## config.mk

```make
export PLATFORM = sky130hd
export DESIGN_NAME = cmnc_ctrl
export DESIGN_NICKNAME = d
export VERILOG_FILES = /design/src/rtl/cmnc_pkg.sv /design/src/rtl/cmnc_ctrl.sv
export SDC_FILE = /design/constraint.sdc
export NUM_CORES = 1
export LEC_CHECK = 0
export BUFFER_PORTS_ARGS = -buffer_cell sky130_fd_sc_hd__buf_2
export CORE_UTILIZATION = 50
export CTS_BUF_LIST = sky130_fd_sc_hd__clkbuf_8
export DETAILED_ROUTE_END_ITERATION = 8
export MAX_ROUTING_LAYER = met4
export PLACE_DENSITY = 0.78
export RECOVER_POWER = 100
export SYNTH_ARGS = -nofsm -noshare
export SYNTH_HDL_FRONTEND = slang
export SYNTH_SLANG_ARGS = --single-unit
```

## constraint.sdc

```tcl
create_clock -name clk -period 2.36 [get_ports clk]
set_input_delay 0.708 -clock clk [delete_from_list [all_inputs] [get_ports clk]]
set_output_delay 0.708 -clock clk [all_outputs]
set_load 0.05 [all_outputs]
```

## src/rtl/cmnc_pkg.sv

```systemverilog
// Package for the coplanar mesh normal check.
// Holds the widths, reset values, register indexes, multiplier selects and the
// command and status structs shared by the controller, datapath and top level.
`default_nettype none

package cmnc_pkg;

  localparam int MAX_TRIANGLES_DEF = 1024;
  localparam int CFG_W             = 32;
  localparam int CFG_IDX_W         = 1;
  localparam int LIMIT_W           = 11;

  localparam logic [CFG_W-1:0]   COS_THRESHOLD_RST  = 32'd966367642;
  localparam logic [LIMIT_W-1:0] TRIANGLE_LIMIT_RST = 11'd400;

  localparam logic [CFG_IDX_W-1:0] CFG_COS_THRESHOLD  = 1'd0;
  localparam logic [CFG_IDX_W-1:0] CFG_TRIANGLE_LIMIT = 1'd1;

  localparam logic [3:0] MS_C0   = 4'd0;
  localparam logic [3:0] MS_C1   = 4'd1;
  localparam logic [3:0] MS_C2   = 4'd2;
  localparam logic [3:0] MS_C3   = 4'd3;
  localparam logic [3:0] MS_C4   = 4'd4;
  localparam logic [3:0] MS_C5   = 4'd5;
  localparam logic [3:0] MS_SQ0  = 4'd6;
  localparam logic [3:0] MS_SQ1  = 4'd7;
  localparam logic [3:0] MS_SQ2  = 4'd8;
  localparam logic [3:0] MS_DOT0 = 4'd9;
  localparam logic [3:0] MS_DOT1 = 4'd10;
  localparam logic [3:0] MS_DOT2 = 4'd11;

  typedef struct packed {
    logic       capture;
    logic       edge_calc;
    logic       mul_en;
    logic [3:0] mul_sel;
    logic       mag_load;
    logic       mag_final;
    logic       norm_step;
    logic       sqrt_init;
    logic       sqrt_step;
    logic       div_init;
    logic       div_point;
    logic       div_step;
    logic       n_store;
    logic       tri_update;
    logic       dot_check;
    logic       out_load;
  } dp_cmd_t;

  typedef struct packed {
    logic zero_vec;
    logic norm_done;
    logic dot_needed;
    logic failed;
    logic last;
    logic out_busy;
  } dp_stat_t;

endpackage

`default_nettype wire

```

## src/rtl/cmnc_ctrl.sv

```systemverilog
// Sequencing state machine for the coplanar mesh normal check.
// Drives the datapath through command and status structs from cmnc_pkg.
`default_nettype none

module cmnc_ctrl (
  input  wire               clk,
  input  wire               rst,
  input  wire               in_valid,
  output logic              in_ready,
  input  wire               out_ready,
  input  cmnc_pkg::dp_stat_t st,
  output cmnc_pkg::dp_cmd_t  cmd
);
  import cmnc_pkg::*;

  localparam logic [4:0] ST_IDLE   = 5'd0;
  localparam logic [4:0] ST_EDGE   = 5'd1;
  localparam logic [4:0] ST_CROSS  = 5'd2;
  localparam logic [4:0] ST_MAG    = 5'd3;
  localparam logic [4:0] ST_NORM   = 5'd4;
  localparam logic [4:0] ST_SQ     = 5'd5;
  localparam logic [4:0] ST_SQRTI  = 5'd6;
  localparam logic [4:0] ST_SQRT   = 5'd7;
  localparam logic [4:0] ST_DIVI   = 5'd8;
  localparam logic [4:0] ST_DIV    = 5'd9;
  localparam logic [4:0] ST_NSTORE = 5'd10;
  localparam logic [4:0] ST_UPDATE = 5'd11;
  localparam logic [4:0] ST_DOT    = 5'd12;
  localparam logic [4:0] ST_CHECK  = 5'd13;
  localparam logic [4:0] ST_FINAL  = 5'd14;
  localparam logic [4:0] ST_PDIVI  = 5'd15;
  localparam logic [4:0] ST_PDIV   = 5'd16;
  localparam logic [4:0] ST_OUT    = 5'd17;

  logic [4:0] state, state_next;
  logic [5:0] cnt, cnt_next;
  logic       fin, fin_next;

  always_comb begin
    cmd        = '0;
    state_next = state;
    cnt_next   = cnt;
    fin_next   = fin;
    in_ready   = 1'b0;
    case (state)
      ST_IDLE: begin
        in_ready = 1'b1;
        if (in_valid) begin
          cmd.capture = 1'b1;
          state_next  = ST_EDGE;
        end
      end
      ST_EDGE: begin
        cmd.edge_calc = 1'b1;
        cnt_next      = 6'd0;
        state_next    = ST_CROSS;
      end
      ST_CROSS: begin
        if (cnt < 6'd6) begin
          cmd.mul_en  = 1'b1;
          cmd.mul_sel = MS_C0 + cnt[3:0];
          cnt_next    = cnt + 6'd1;
        end else begin
          state_next = ST_MAG;
        end
      end
      ST_MAG: begin
        cmd.mag_load  = 1'b1;
        cmd.mag_final = fin;
        state_next    = ST_NORM;
      end
      ST_NORM: begin
        if (st.zero_vec) begin
          state_next = ST_NSTORE;
        end else if (st.norm_done) begin
          cnt_next   = 6'd0;
          state_next = ST_SQ;
        end else begin
          cmd.norm_step = 1'b1;
        end
      end
      ST_SQ: begin
        if (cnt < 6'd3) begin
          cmd.mul_en  = 1'b1;
          cmd.mul_sel = MS_SQ0 + cnt[3:0];
          cnt_next    = cnt + 6'd1;
        end else begin
          state_next = ST_SQRTI;
        end
      end
      ST_SQRTI: begin
        cmd.sqrt_init = 1'b1;
        cnt_next      = 6'd0;
        state_next    = ST_SQRT;
      end
      ST_SQRT: begin
        cmd.sqrt_step = 1'b1;
        cnt_next      = cnt + 6'd1;
        if (cnt == 6'd31) begin
          state_next = ST_DIVI;
        end
      end
      ST_DIVI: begin
        cmd.div_init = 1'b1;
        cnt_next     = 6'd0;
        state_next   = ST_DIV;
      end
      ST_DIV: begin
        cmd.div_step = 1'b1;
        cnt_next     = cnt + 6'd1;
        if (cnt == 6'd31) begin
          state_next = ST_NSTORE;
        end
      end
      ST_NSTORE: begin
        cmd.n_store = 1'b1;
        state_next  = fin ? ST_PDIVI : ST_UPDATE;
      end
      ST_UPDATE: begin
        cmd.tri_update = 1'b1;
        cnt_next       = 6'd0;
        if (st.dot_needed) begin
          state_next = ST_DOT;
        end else begin
          state_next = st.last ? ST_FINAL : ST_IDLE;
        end
      end
      ST_DOT: begin
        if (cnt < 6'd3) begin
          cmd.mul_en  = 1'b1;
          cmd.mul_sel = MS_DOT0 + cnt[3:0];
          cnt_next    = cnt + 6'd1;
        end else begin
          state_next = ST_CHECK;
        end
      end
      ST_CHECK: begin
        cmd.dot_check = 1'b1;
        state_next    = st.last ? ST_FINAL : ST_IDLE;
      end
      ST_FINAL: begin
        if (st.failed) begin
          state_next = ST_OUT;
        end else begin
          fin_next   = 1'b1;
          state_next = ST_MAG;
        end
      end
      ST_PDIVI: begin
        cmd.div_init  = 1'b1;
        cmd.div_point = 1'b1;
        cnt_next      = 6'd0;
        state_next    = ST_PDIV;
      end
      ST_PDIV: begin
        cmd.div_step = 1'b1;
        cnt_next     = cnt + 6'd1;
        if (cnt == 6'd31) begin
          state_next = ST_OUT;
        end
      end
      ST_OUT: begin
        if (!st.out_busy || out_ready) begin
          cmd.out_load = 1'b1;
          fin_next     = 1'b0;
          state_next   = ST_IDLE;
        end
      end
      default: begin
        state_next = ST_IDLE;
      end
    endcase
  end

  always_ff @(posedge clk) begin
    if (rst) begin
      state <= ST_IDLE;
      cnt   <= 6'd0;
      fin   <= 1'b0;
    end else begin
      state <= state_next;
      cnt   <= cnt_next;
      fin   <= fin_next;
    end
  end

endmodule

`default_nettype wire

```

==> metrics.txt, run 1 <==
# TYPE chip_impl_metric gauge
chip_impl_metric{name="synth_largest_type_area_fraction",unit="%"} 19.0
chip_impl_metric{name="asyncSetResetFlopFracSynth",unit="%"} 0
chip_impl_metric{name="synth.distinct_cells",unit=""} 49
chip_impl_info{name="hold_class",value="reg2reg"} 1
chip_impl_metric{name="route.vias.total",unit=""} 1618
chip_impl_metric{name="clock_tree.htree_level_count",unit=""} 1
chip_impl_metric{name="totalNegativeSetupSlack",unit="ps"} -1750
chip_impl_metric{name="power.share.combinational",unit="%"} 66.6
chip_impl_metric{name="floorplan.die.height",unit="um"} 52.3
chip_impl_metric{name="drv.max_cap_violation_count",unit=""} 0
chip_impl_info{name="run_status",value="finished with violations"} 1
chip_impl_metric{name="design.final.nets",unit=""} 245
chip_impl_metric{name="cts_buf_count",unit=""} 3
chip_impl_metric{name="yosys_warnings",unit=""} 0
chip_impl_metric{name="max-vdd-ir-drop",unit="mV"} 0.758
chip_impl_metric{name="p_switching",unit="W"} 0.000733
chip_impl_metric{name="insertedDiodeCount",unit=""} 0
chip_impl_info{name="crit_chain",value="or3_4 -> or3_4 -> or4_4 -> o21ai_4 -> buf_6"} 1
chip_impl_metric{name="slew_viols_final",unit=""} 0
chip_impl_metric{name="critical_path.max_fanout",unit=""} 4
chip_impl_metric{name="fmax",unit="MHz"} 355
chip_impl_metric{name="finalWorstPathRequiredPeriod",unit="ps"} 2810
chip_impl_metric{name="ys_seq_elements",unit=""} 12
chip_impl_metric{name="r2r_setup_slack",unit="ps"} 20
chip_impl_metric{name="globalRouteTotalUtil",unit="%"} 34.5
chip_impl_metric{name="clkPwrFrac",unit="%"} 15.5
chip_impl_metric{name="arrival",unit="ps"} 2110
chip_impl_metric{name="route.detailed.wl_per_inst",unit="um"} 16.4
chip_impl_metric{name="coreArea",unit="um^2"} 2300
chip_impl_metric{name="antenna_found_initial",unit=""} 0
chip_impl_metric{name="place.port_buffers",unit=""} 29
chip_impl_metric{name="synth_enable_flop_cells",unit=""} 0
chip_impl_info{name="hold_start",value="fin"} 1
chip_impl_metric{name="tritoncts_num_sinks",unit=""} 12
chip_impl_metric{name="power",unit="W"} 0.00151
chip_impl_metric{name="worstSkewPairLatency",unit="ps"} 250
chip_impl_metric{name="syn_area",unit="um^2"} 1260
chip_impl_info{name="critPathLaunch",value="cnt[5]"} 1
chip_impl_metric{name="setup_viol_count_final",unit=""} 6
chip_impl_metric{name="detail_route.wirelength.met1",unit="um"} 1720
chip_impl_metric{name="routed_length_on_met2",unit="um"} 2070
chip_impl_metric{name="via_count_of_the_first_global_routing_pass",unit=""} 1520
chip_impl_metric{name="switching_share",unit="%"} 48.7
chip_impl_metric{name="number_of_hold_violations_in_the_final_report",unit=""} 0
chip_impl_metric{name="globalRouteOverflowTotal",unit=""} 0
chip_impl_metric{name="skew",unit="ps"} 3.31
chip_impl_metric{name="row_count",unit=""} 17
chip_impl_metric{name="pwr-share-seq",unit="%"} 17.9
chip_impl_metric{name="effective_utilization_at_floorplan",unit="%"} 55.0
chip_impl_metric{name="final.setup.worst_slack",unit="ps"} -453
chip_impl_metric{name="postLayoutCoreUtil",unit="%"} 80.8
chip_impl_info{name="critical_path.endpoint_type",value="primary output"} 1
chip_impl_info{name="critPathLaunchType",value="register"} 1
chip_impl_metric{name="syn_inst",unit=""} 183
chip_impl_metric{name="postRouteAntennaNets",unit=""} 0
chip_impl_info{name="cts_tree",value="built"} 1
chip_impl_metric{name="drtIter0Drc",unit=""} 58
chip_impl_info{name="critical-path-top-cell-by-count",value="sky130_fd_sc_hd__or3_4"} 1
chip_impl_metric{name="finalWeightedCongestion",unit=""} 0.901
chip_impl_info{name="critical_path.slowest_cell",value="sky130_fd_sc_hd__or4_4"} 1
chip_impl_metric{name="timing.slew.headroom",unit="%"} 71.9
chip_impl_metric{name="die_w",unit="um"} 52.3
chip_impl_metric{name="die_area",unit="um^2"} 2730
chip_impl_info{name="critical_path.reg2reg.startpoint",value="cnt[5]"} 1
chip_impl_info{name="grt_setup_unrepaired",value="true"} 1
chip_impl_metric{name="power.leakage",unit="nW"} 0.794
chip_impl_metric{name="timing_worst_slew_pin_value",unit="ps"} 421
chip_impl_metric{name="cp.required",unit="ps"} 1650
chip_impl_info{name="post_synth_most_frequent_cells",value="18 x sky130_fd_sc_hd__nor3_1, 17 x sky130_fd_sc_hd__nor2_1, 16 x sky130_fd_sc_hd__nand2_1, 12 x sky130_fd_sc_hd__dfxtp_1, 11 x sky130_fd_sc_hd__clkbuf_1"} 1
chip_impl_metric{name="internal_power",unit="W"} 0.000772
chip_impl_metric{name="io_pins",unit=""} 30
chip_impl_metric{name="worst_setup_hold_path_clk_slew",unit="ps"} 60
chip_impl_info{name="synth_top_cells_by_area",value="sky130_fd_sc_hd__dfxtp_1 19%, sky130_fd_sc_hd__nor3_1 7.1%, sky130_fd_sc_hd__nor2_1 5.1%, sky130_fd_sc_hd__nand2b_1 5.0%, sky130_fd_sc_hd__nand2_1 4.8%"} 1
chip_impl_info{name="postSynth.topFlopCell",value="sky130_fd_sc_hd__dfxtp_1"} 1
chip_impl_metric{name="clk_path_buf_depth",unit=""} 2
chip_impl_info{name="critPathKind",value="reg2out"} 1
chip_impl_metric{name="drc",unit=""} 0
chip_impl_metric{name="post_synth.cell_area_avg",unit="um^2"} 6.90
chip_impl_metric{name="synth-seq-area-share",unit="%"} 19.0
chip_impl_metric{name="design_area",unit="um^2"} 1860
chip_impl_metric{name="area.growth.synth_to_final",unit="%"} 47.0
chip_impl_metric{name="cp_slowest_stage_delay",unit="ps"} 470
chip_impl_metric{name="place_area",unit="um^2"} 1700
chip_impl_metric{name="total_wire_length_after_detailed_routing",unit="um"} 4250
chip_impl_metric{name="fillers",unit=""} 137
chip_impl_metric{name="drive_above_1_share",unit="%"} 39.4
chip_impl_info{name="violations_in_the_final_reports",value="negative setup slack"} 1
chip_impl_metric{name="period_share",unit="%"} 119
chip_impl_metric{name="viasPerCell",unit=""} 6.25
chip_impl_metric{name="synth_fp_nets",unit=""} 196
chip_impl_info{name="clock_tree_root_buffer_cell",value="sky130_fd_sc_hd__clkbuf_8"} 1
chip_impl_metric{name="power_density_over_cell_area",unit="nW/um^2"} 811
chip_impl_metric{name="post_cts_hold_buffer_count",unit=""} 0
chip_impl_metric{name="detailedRoute.firstPassIterationCount",unit=""} 4
chip_impl_metric{name="pin_count_of_the_biggest_net_entering_global_routing",unit=""} 21
chip_impl_info{name="top_layer",value="met4"} 1
chip_impl_info{name="synth.most_common_cell",value="sky130_fd_sc_hd__nor3_1"} 1
chip_impl_metric{name="dr_wl_met3",unit="um"} 385
chip_impl_info{name="synth_largest_area_cell",value="sky130_fd_sc_hd__dfxtp_1"} 1
chip_impl_metric{name="grt_pass1_wl",unit="um"} 6800
chip_impl_metric{name="post-dp-hpwl",unit="um"} 3150
-- critical path: cells and delay by family (launching register included) --
| kind | cells | cell delay [ps] |
|---|---|---|
| compound gates | 1 | 160 |
| buf+inv | 1 | 170 |
| flops | 1 | 310 |
| simple gates | 3 | 1220 |
-- cell usage in the layout, fill, tap and decap left out, types with 3 or more instances in the layout --
cell type,instances
sky130_fd_sc_hd__buf_2,18
sky130_fd_sc_hd__buf_4,29
sky130_fd_sc_hd__dfxtp_1,9
sky130_fd_sc_hd__dfxtp_2,3
sky130_fd_sc_hd__o21ai_0,3
sky130_fd_sc_hd__a21oi_1,8
sky130_fd_sc_hd__nor3_1,15
sky130_fd_sc_hd__nand2_1,16
sky130_fd_sc_hd__clkbuf_8,4
sky130_fd_sc_hd__ha_1,3
sky130_fd_sc_hd__or3_4,3
sky130_fd_sc_hd__nor2b_1,6
sky130_fd_sc_hd__mux2i_1,5
sky130_fd_sc_hd__buf_6,8
sky130_fd_sc_hd__clkbuf_4,3
sky130_fd_sc_hd__nor3b_1,4
sky130_fd_sc_hd__nand2b_1,10
sky130_fd_sc_hd__inv_1,4
sky130_fd_sc_hd__nand3_1,7
sky130_fd_sc_hd__o21ai_4,3
sky130_fd_sc_hd__nor2_1,16
-- final cells by class --
| class | instances | area, um^2 | area share (%) |
|---|---|---|---|
| clock buffer | 4 | 55.1 | 2.97 |
| inverter | 5 | 18.8 | 1.01 |
| multi-input combinational | 151 | 1080 | 58.1 |
| sequential | 12 | 244 | 13.1 |
| tap | 28 | 35.0 | 1.89 |
| timing repair buffer | 59 | 425 | 22.9 |
-- per-layer routing --
| layer | track usage (%) | vias to the layer above |
|---|---|---|
| li1 | - | 760 |
| met1 | 41.1 | 748 |
| met2 | 58.5 | 100 |
| met3 | 5.80 | 10 |
| met4 | 12.3 | 0 |
| met5 | - | - |
-- power groups by stage --
stage / clock network (W) / registers [W] / logic [W]
after global placement: 0 / 0.000265 / 0.000911
after detailed placement: 0 / 0.000267 / 0.000937
final: 0.000233 / 0.000269 / 0.00100
after global routing: 0.000241 / 0.000270 / 0.00107
after floorplan: 0 / 0.000254 / 0.000694
after CTS: 0.000233 / 0.000266 / 0.000957
-- worst paths after layout --
check | endpoint | cells after the start
hold / removal | fin | 2
hold reg to reg | fin | 2
setup reg to reg | cnt[1] | 6
setup / recovery | cmd[14] | 5
-- what timing repair did --
item | CTS | global route
gates cloned | 0 | 0
gates resized for setup | 19 | 14
pin swaps | 0 | 4
setup buffers | 0 | 1
hold endpoints to repair | 0 | 0
setup endpoints to repair | 5 | 15
-- logic make-up (layout without fill, tap and decap cells) --
group	count (synthesis)	in the layout	share of synthesized area (%)
buffers and inverters	20	68	6.34
xor gates and xnor gates	1	1	0.694
and+or+nand+nor	101	101	42.9
muxes	6	6	4.86
DFF	12	12	19.0
AOI/OAI and AO/OA	40	40	23.2
adders and majority gates	3	3	2.97
-- sequential cells by signal (all words and copies together) (netlist names) --
name and cells:
cnt 6, state 5, fin 1
-- stage by stage --
step / setup slack, ps / hold WS (ps) / cells
floorplan: -361 / 460 / 183
global placement: -244 / 486 / 254
detailed placement: -288 / 491 / 254
CTS: -446 / 500 / 258
global route: -501 / 528 / 259
finish: -453 / 501 / 259
Power figures use the tool's default switching activity.
==> run 2, diff against run 1 <==
--- a/config.mk
+++ b/config.mk
@@ -6,11 +6,11 @@
 export NUM_CORES = 1
 export LEC_CHECK = 0
 export BUFFER_PORTS_ARGS = -buffer_cell sky130_fd_sc_hd__buf_2
-export CORE_UTILIZATION = 50
+export CORE_UTILIZATION = 45
 export CTS_BUF_LIST = sky130_fd_sc_hd__clkbuf_8
 export DETAILED_ROUTE_END_ITERATION = 8
 export MAX_ROUTING_LAYER = met4
-export PLACE_DENSITY = 0.78
+export PLACE_DENSITY = 0.71
 export RECOVER_POWER = 100
 export SYNTH_ARGS = -nofsm -noshare
 export SYNTH_HDL_FRONTEND = slang
==> run 2 against run 1 <==
The run still ends with negative setup slack left. Via count decreased by 0.68%. Combinational power about the same. Cell count increased by 1.9%. Die area increased by 11%. Critical path type unchanged. Largest cell class unchanged. Highest routed layer unchanged.
==> metrics.txt, run 2 (synthesized netlist as in run 1, its figures left out) <==
# TYPE chip_impl_metric gauge
chip_impl_info{name="run_status",value="finished with violations"} 1
chip_impl_info{name="violations_in_the_final_reports",value="negative setup slack"} 1
chip_impl_info{name="critical-path-top-delay-family",value="simple AND/OR/NAND/NOR gates"} 1
chip_impl_metric{name="clock_tree.htree_level_count",unit=""} 1
chip_impl_metric{name="switching_share",unit="%"} 49.3
chip_impl_metric{name="power_density_over_cell_area",unit="nW/um^2"} 787
chip_impl_metric{name="clkPwrFrac",unit="%"} 12.7
chip_impl_metric{name="cp.buffers_inverters",unit=""} 1
chip_impl_metric{name="cp_slowest_stage_delay",unit="ps"} 480
chip_impl_metric{name="layoutNonFillerInstCount",unit=""} 264
chip_impl_metric{name="drive_above_1_share",unit="%"} 42.3
chip_impl_metric{name="route.detailed.wl_per_inst",unit="um"} 16.5
chip_impl_metric{name="place.port_buffers",unit=""} 29
chip_impl_metric{name="cp.required",unit="ps"} 1650
chip_impl_info{name="reg.largest.list",value="cnt: 6 flops, state: 5 flops, fin: 1 flops"} 1
chip_impl_metric{name="floorplan.die.height",unit="um"} 55.0
chip_impl_metric{name="number_of_hold_violations_in_the_final_report",unit=""} 0
chip_impl_metric{name="timing.slew.headroom",unit="%"} 73.9
chip_impl_metric{name="tritoncts_num_sinks",unit=""} 12
chip_impl_metric{name="clk_path_buf_depth",unit=""} 2
chip_impl_metric{name="route.vias.total",unit=""} 1607
chip_impl_metric{name="antenna_found_initial",unit=""} 0
chip_impl_metric{name="largest_register_ffs",unit=""} 6
chip_impl_metric{name="timing_worst_slew_pin_value",unit="ps"} 391
chip_impl_metric{name="fmax",unit="MHz"} 353
chip_impl_metric{name="drc",unit=""} 0
chip_impl_info{name="mostFrequentLayoutCell",value="sky130_fd_sc_hd__buf_4"} 1
chip_impl_info{name="crit_chain",value="or3_4 -> or3_4 -> or4_4 -> o21ai_4 -> buf_6"} 1
chip_impl_info{name="layout_common_cells",value="34 x sky130_fd_sc_hd__buf_4, 16 x sky130_fd_sc_hd__nor2_1, 16 x sky130_fd_sc_hd__buf_2"} 1
chip_impl_metric{name="insertedDiodeCount",unit=""} 0
chip_impl_metric{name="slew_viols_final",unit=""} 0
chip_impl_metric{name="viasPerCell",unit=""} 6.09
chip_impl_metric{name="skew",unit="ps"} 6.26
chip_impl_metric{name="pin_count_of_the_biggest_net_entering_global_routing",unit=""} 17
chip_impl_info{name="critical_path.endpoint_type",value="primary output"} 1
chip_impl_metric{name="io_pins",unit=""} 30
chip_impl_metric{name="pwr-share-seq",unit="%"} 18.1
chip_impl_metric{name="setup_viol_count_final",unit=""} 8
chip_impl_metric{name="critical_path.max_fanout",unit=""} 4
chip_impl_metric{name="max-vdd-ir-drop",unit="mV"} 0.808
chip_impl_metric{name="ff_latch_area",unit="um^2"} 246
chip_impl_metric{name="effective_utilization_at_floorplan",unit="%"} 49.2
chip_impl_info{name="hold_start",value="fin"} 1
chip_impl_metric{name="row_count",unit=""} 18
chip_impl_info{name="clock_tree_root_buffer_cell",value="sky130_fd_sc_hd__clkbuf_8"} 1
chip_impl_metric{name="period_share",unit="%"} 120
chip_impl_metric{name="via_count_of_the_first_global_routing_pass",unit=""} 1383
chip_impl_metric{name="die_area",unit="um^2"} 3020
chip_impl_metric{name="p_switching",unit="W"} 0.000735
chip_impl_info{name="critical-path-top-cell-by-count",value="sky130_fd_sc_hd__or3_4"} 1
chip_impl_metric{name="die_w",unit="um"} 55.0
chip_impl_metric{name="grt_pass1_wl",unit="um"} 6350
chip_impl_info{name="critPathLaunchType",value="register"} 1
chip_impl_info{name="cts_tree",value="built"} 1
chip_impl_metric{name="final.setup.worst_slack",unit="ps"} -469
chip_impl_metric{name="coreArea",unit="um^2"} 2570
chip_impl_info{name="hold_class",value="reg2reg"} 1
chip_impl_info{name="critPathLaunch",value="cnt[5]"} 1
chip_impl_metric{name="post-dp-hpwl",unit="um"} 3070
chip_impl_metric{name="total_wire_length_after_detailed_routing",unit="um"} 4340
chip_impl_metric{name="post_cts_hold_buffer_count",unit=""} 0
chip_impl_info{name="critPathKind",value="reg2out"} 1
chip_impl_metric{name="power.leakage",unit="nW"} 0.819
chip_impl_metric{name="detailedRoute.firstPassIterationCount",unit=""} 4
chip_impl_metric{name="cts_buf_count",unit=""} 3
chip_impl_metric{name="power.share.combinational",unit="%"} 69.2
chip_impl_info{name="critical_path.reg2reg.startpoint",value="cnt[5]"} 1
chip_impl_metric{name="postRouteAntennaNets",unit=""} 0
chip_impl_metric{name="power",unit="W"} 0.00149
chip_impl_metric{name="globalRouteTotalUtil",unit="%"} 31.4
chip_impl_metric{name="arrival",unit="ps"} 2120
chip_impl_info{name="grt_setup_unrepaired",value="true"} 1
chip_impl_metric{name="fillers",unit=""} 192
chip_impl_metric{name="globalRouteOverflowTotal",unit=""} 0
chip_impl_metric{name="finalWorstPathRequiredPeriod",unit="ps"} 2830
chip_impl_metric{name="internal_power",unit="W"} 0.000757
chip_impl_metric{name="drv.max_cap_violation_count",unit=""} 0
chip_impl_metric{name="multiInputGateArea",unit="um^2"} 1090
chip_impl_metric{name="worst_setup_hold_path_clk_slew",unit="ps"} 50
chip_impl_info{name="regMostFlops",value="cnt"} 1
chip_impl_metric{name="drtIter0Drc",unit=""} 77
chip_impl_metric{name="area.growth.synth_to_final",unit="%"} 50.2
chip_impl_metric{name="design.final.nets",unit=""} 249
chip_impl_info{name="critical_path.slowest_cell",value="sky130_fd_sc_hd__or4_4"} 1
chip_impl_metric{name="worstSkewPairLatency",unit="ps"} 240
chip_impl_metric{name="finalWeightedCongestion",unit=""} 0.893
chip_impl_metric{name="placed_cell_count",unit=""} 256
run 2: changes by cell type in the layout (fill, tap and decap cells not counted), sizes merged:
cell / previous run / this run
clkbuf: 8 / 7
buf: 55 / 59
run 2: metal layers:
metal	vias to the layer above	share of wire (%)	track usage, %
met5	-	0	-
met4	0	2.3	15.0
met3	11	8.1	3.83
met2	80	47	50.0
met1	749	43	39.2
li1	767	-	-
run 2: power by group through the flow:
| stage | clock network (W) | logic, W | registers [W] |
|---|---|---|---|
| 2_1_floorplan | 0 | 0.000694 | 0.000254 |
| 6_report | 0.000189 | 0.00103 | 0.000270 |
| 5_1_grt | 0.000202 | 0.00110 | 0.000276 |
| 3_3_place_gp | 0 | 0.000931 | 0.000265 |
| 4_1_cts | 0.000193 | 0.000984 | 0.000265 |
| 3_5_place_dp | 0 | 0.000951 | 0.000267 |
run 2: layout make-up:
type                            count  share of cell area (%)
Timing Repair Buffer               63                    24.2
Inverter                            5                   0.989
Sequential cell                    12                    13.0
Tap cell                           30                    1.98
Clock buffer                        3                    2.18
Multi-Input combinational cell    151                    57.7
run 2: path summary, 6_finish.rpt:
kind	depth (start not counted)	endpoint	slack, ps
max	5	cmd[14]	-470
min	2	fin	500
max reg2reg	7	cnt[5]	20
min reg2reg	2	fin	500
run 2: through the flow:
stage | util [%] | setup slack (ps) | area (um^2) | hold WS [ps] | TNS, ps
floorplan | - | -361 | 1360 | 460 | -3260
global placement | 66.1 | -242 | 1700 | 486 | -835
detailed placement | 66.1 | -290 | 1700 | 495 | -1060
CTS | 72.4 | -426 | 1860 | 505 | -1710
global route | 73.9 | -500 | 1900 | 537 | -2470
finish | 73.9 | -469 | 1900 | 499 | -1860
run 2: worst reg2reg max path, stage by stage, from the launching register on:
cell	delay, ps
sky130_fd_sc_hd__dfxtp_2	320
sky130_fd_sc_hd__or3_4	380
sky130_fd_sc_hd__or3_4	350
sky130_fd_sc_hd__buf_4	150
sky130_fd_sc_hd__a221oi_2	410
sky130_fd_sc_hd__nand2_2	90
sky130_fd_sc_hd__or4_1	510
sky130_fd_sc_hd__nand3_1	80
run 2: repair_timing:
item / CTS / global route
buffers inserted: 4 / 1
pin swaps: 1 / 3
endpoints found under the setup margin: 7 / 22
resized for setup: 25 / 19
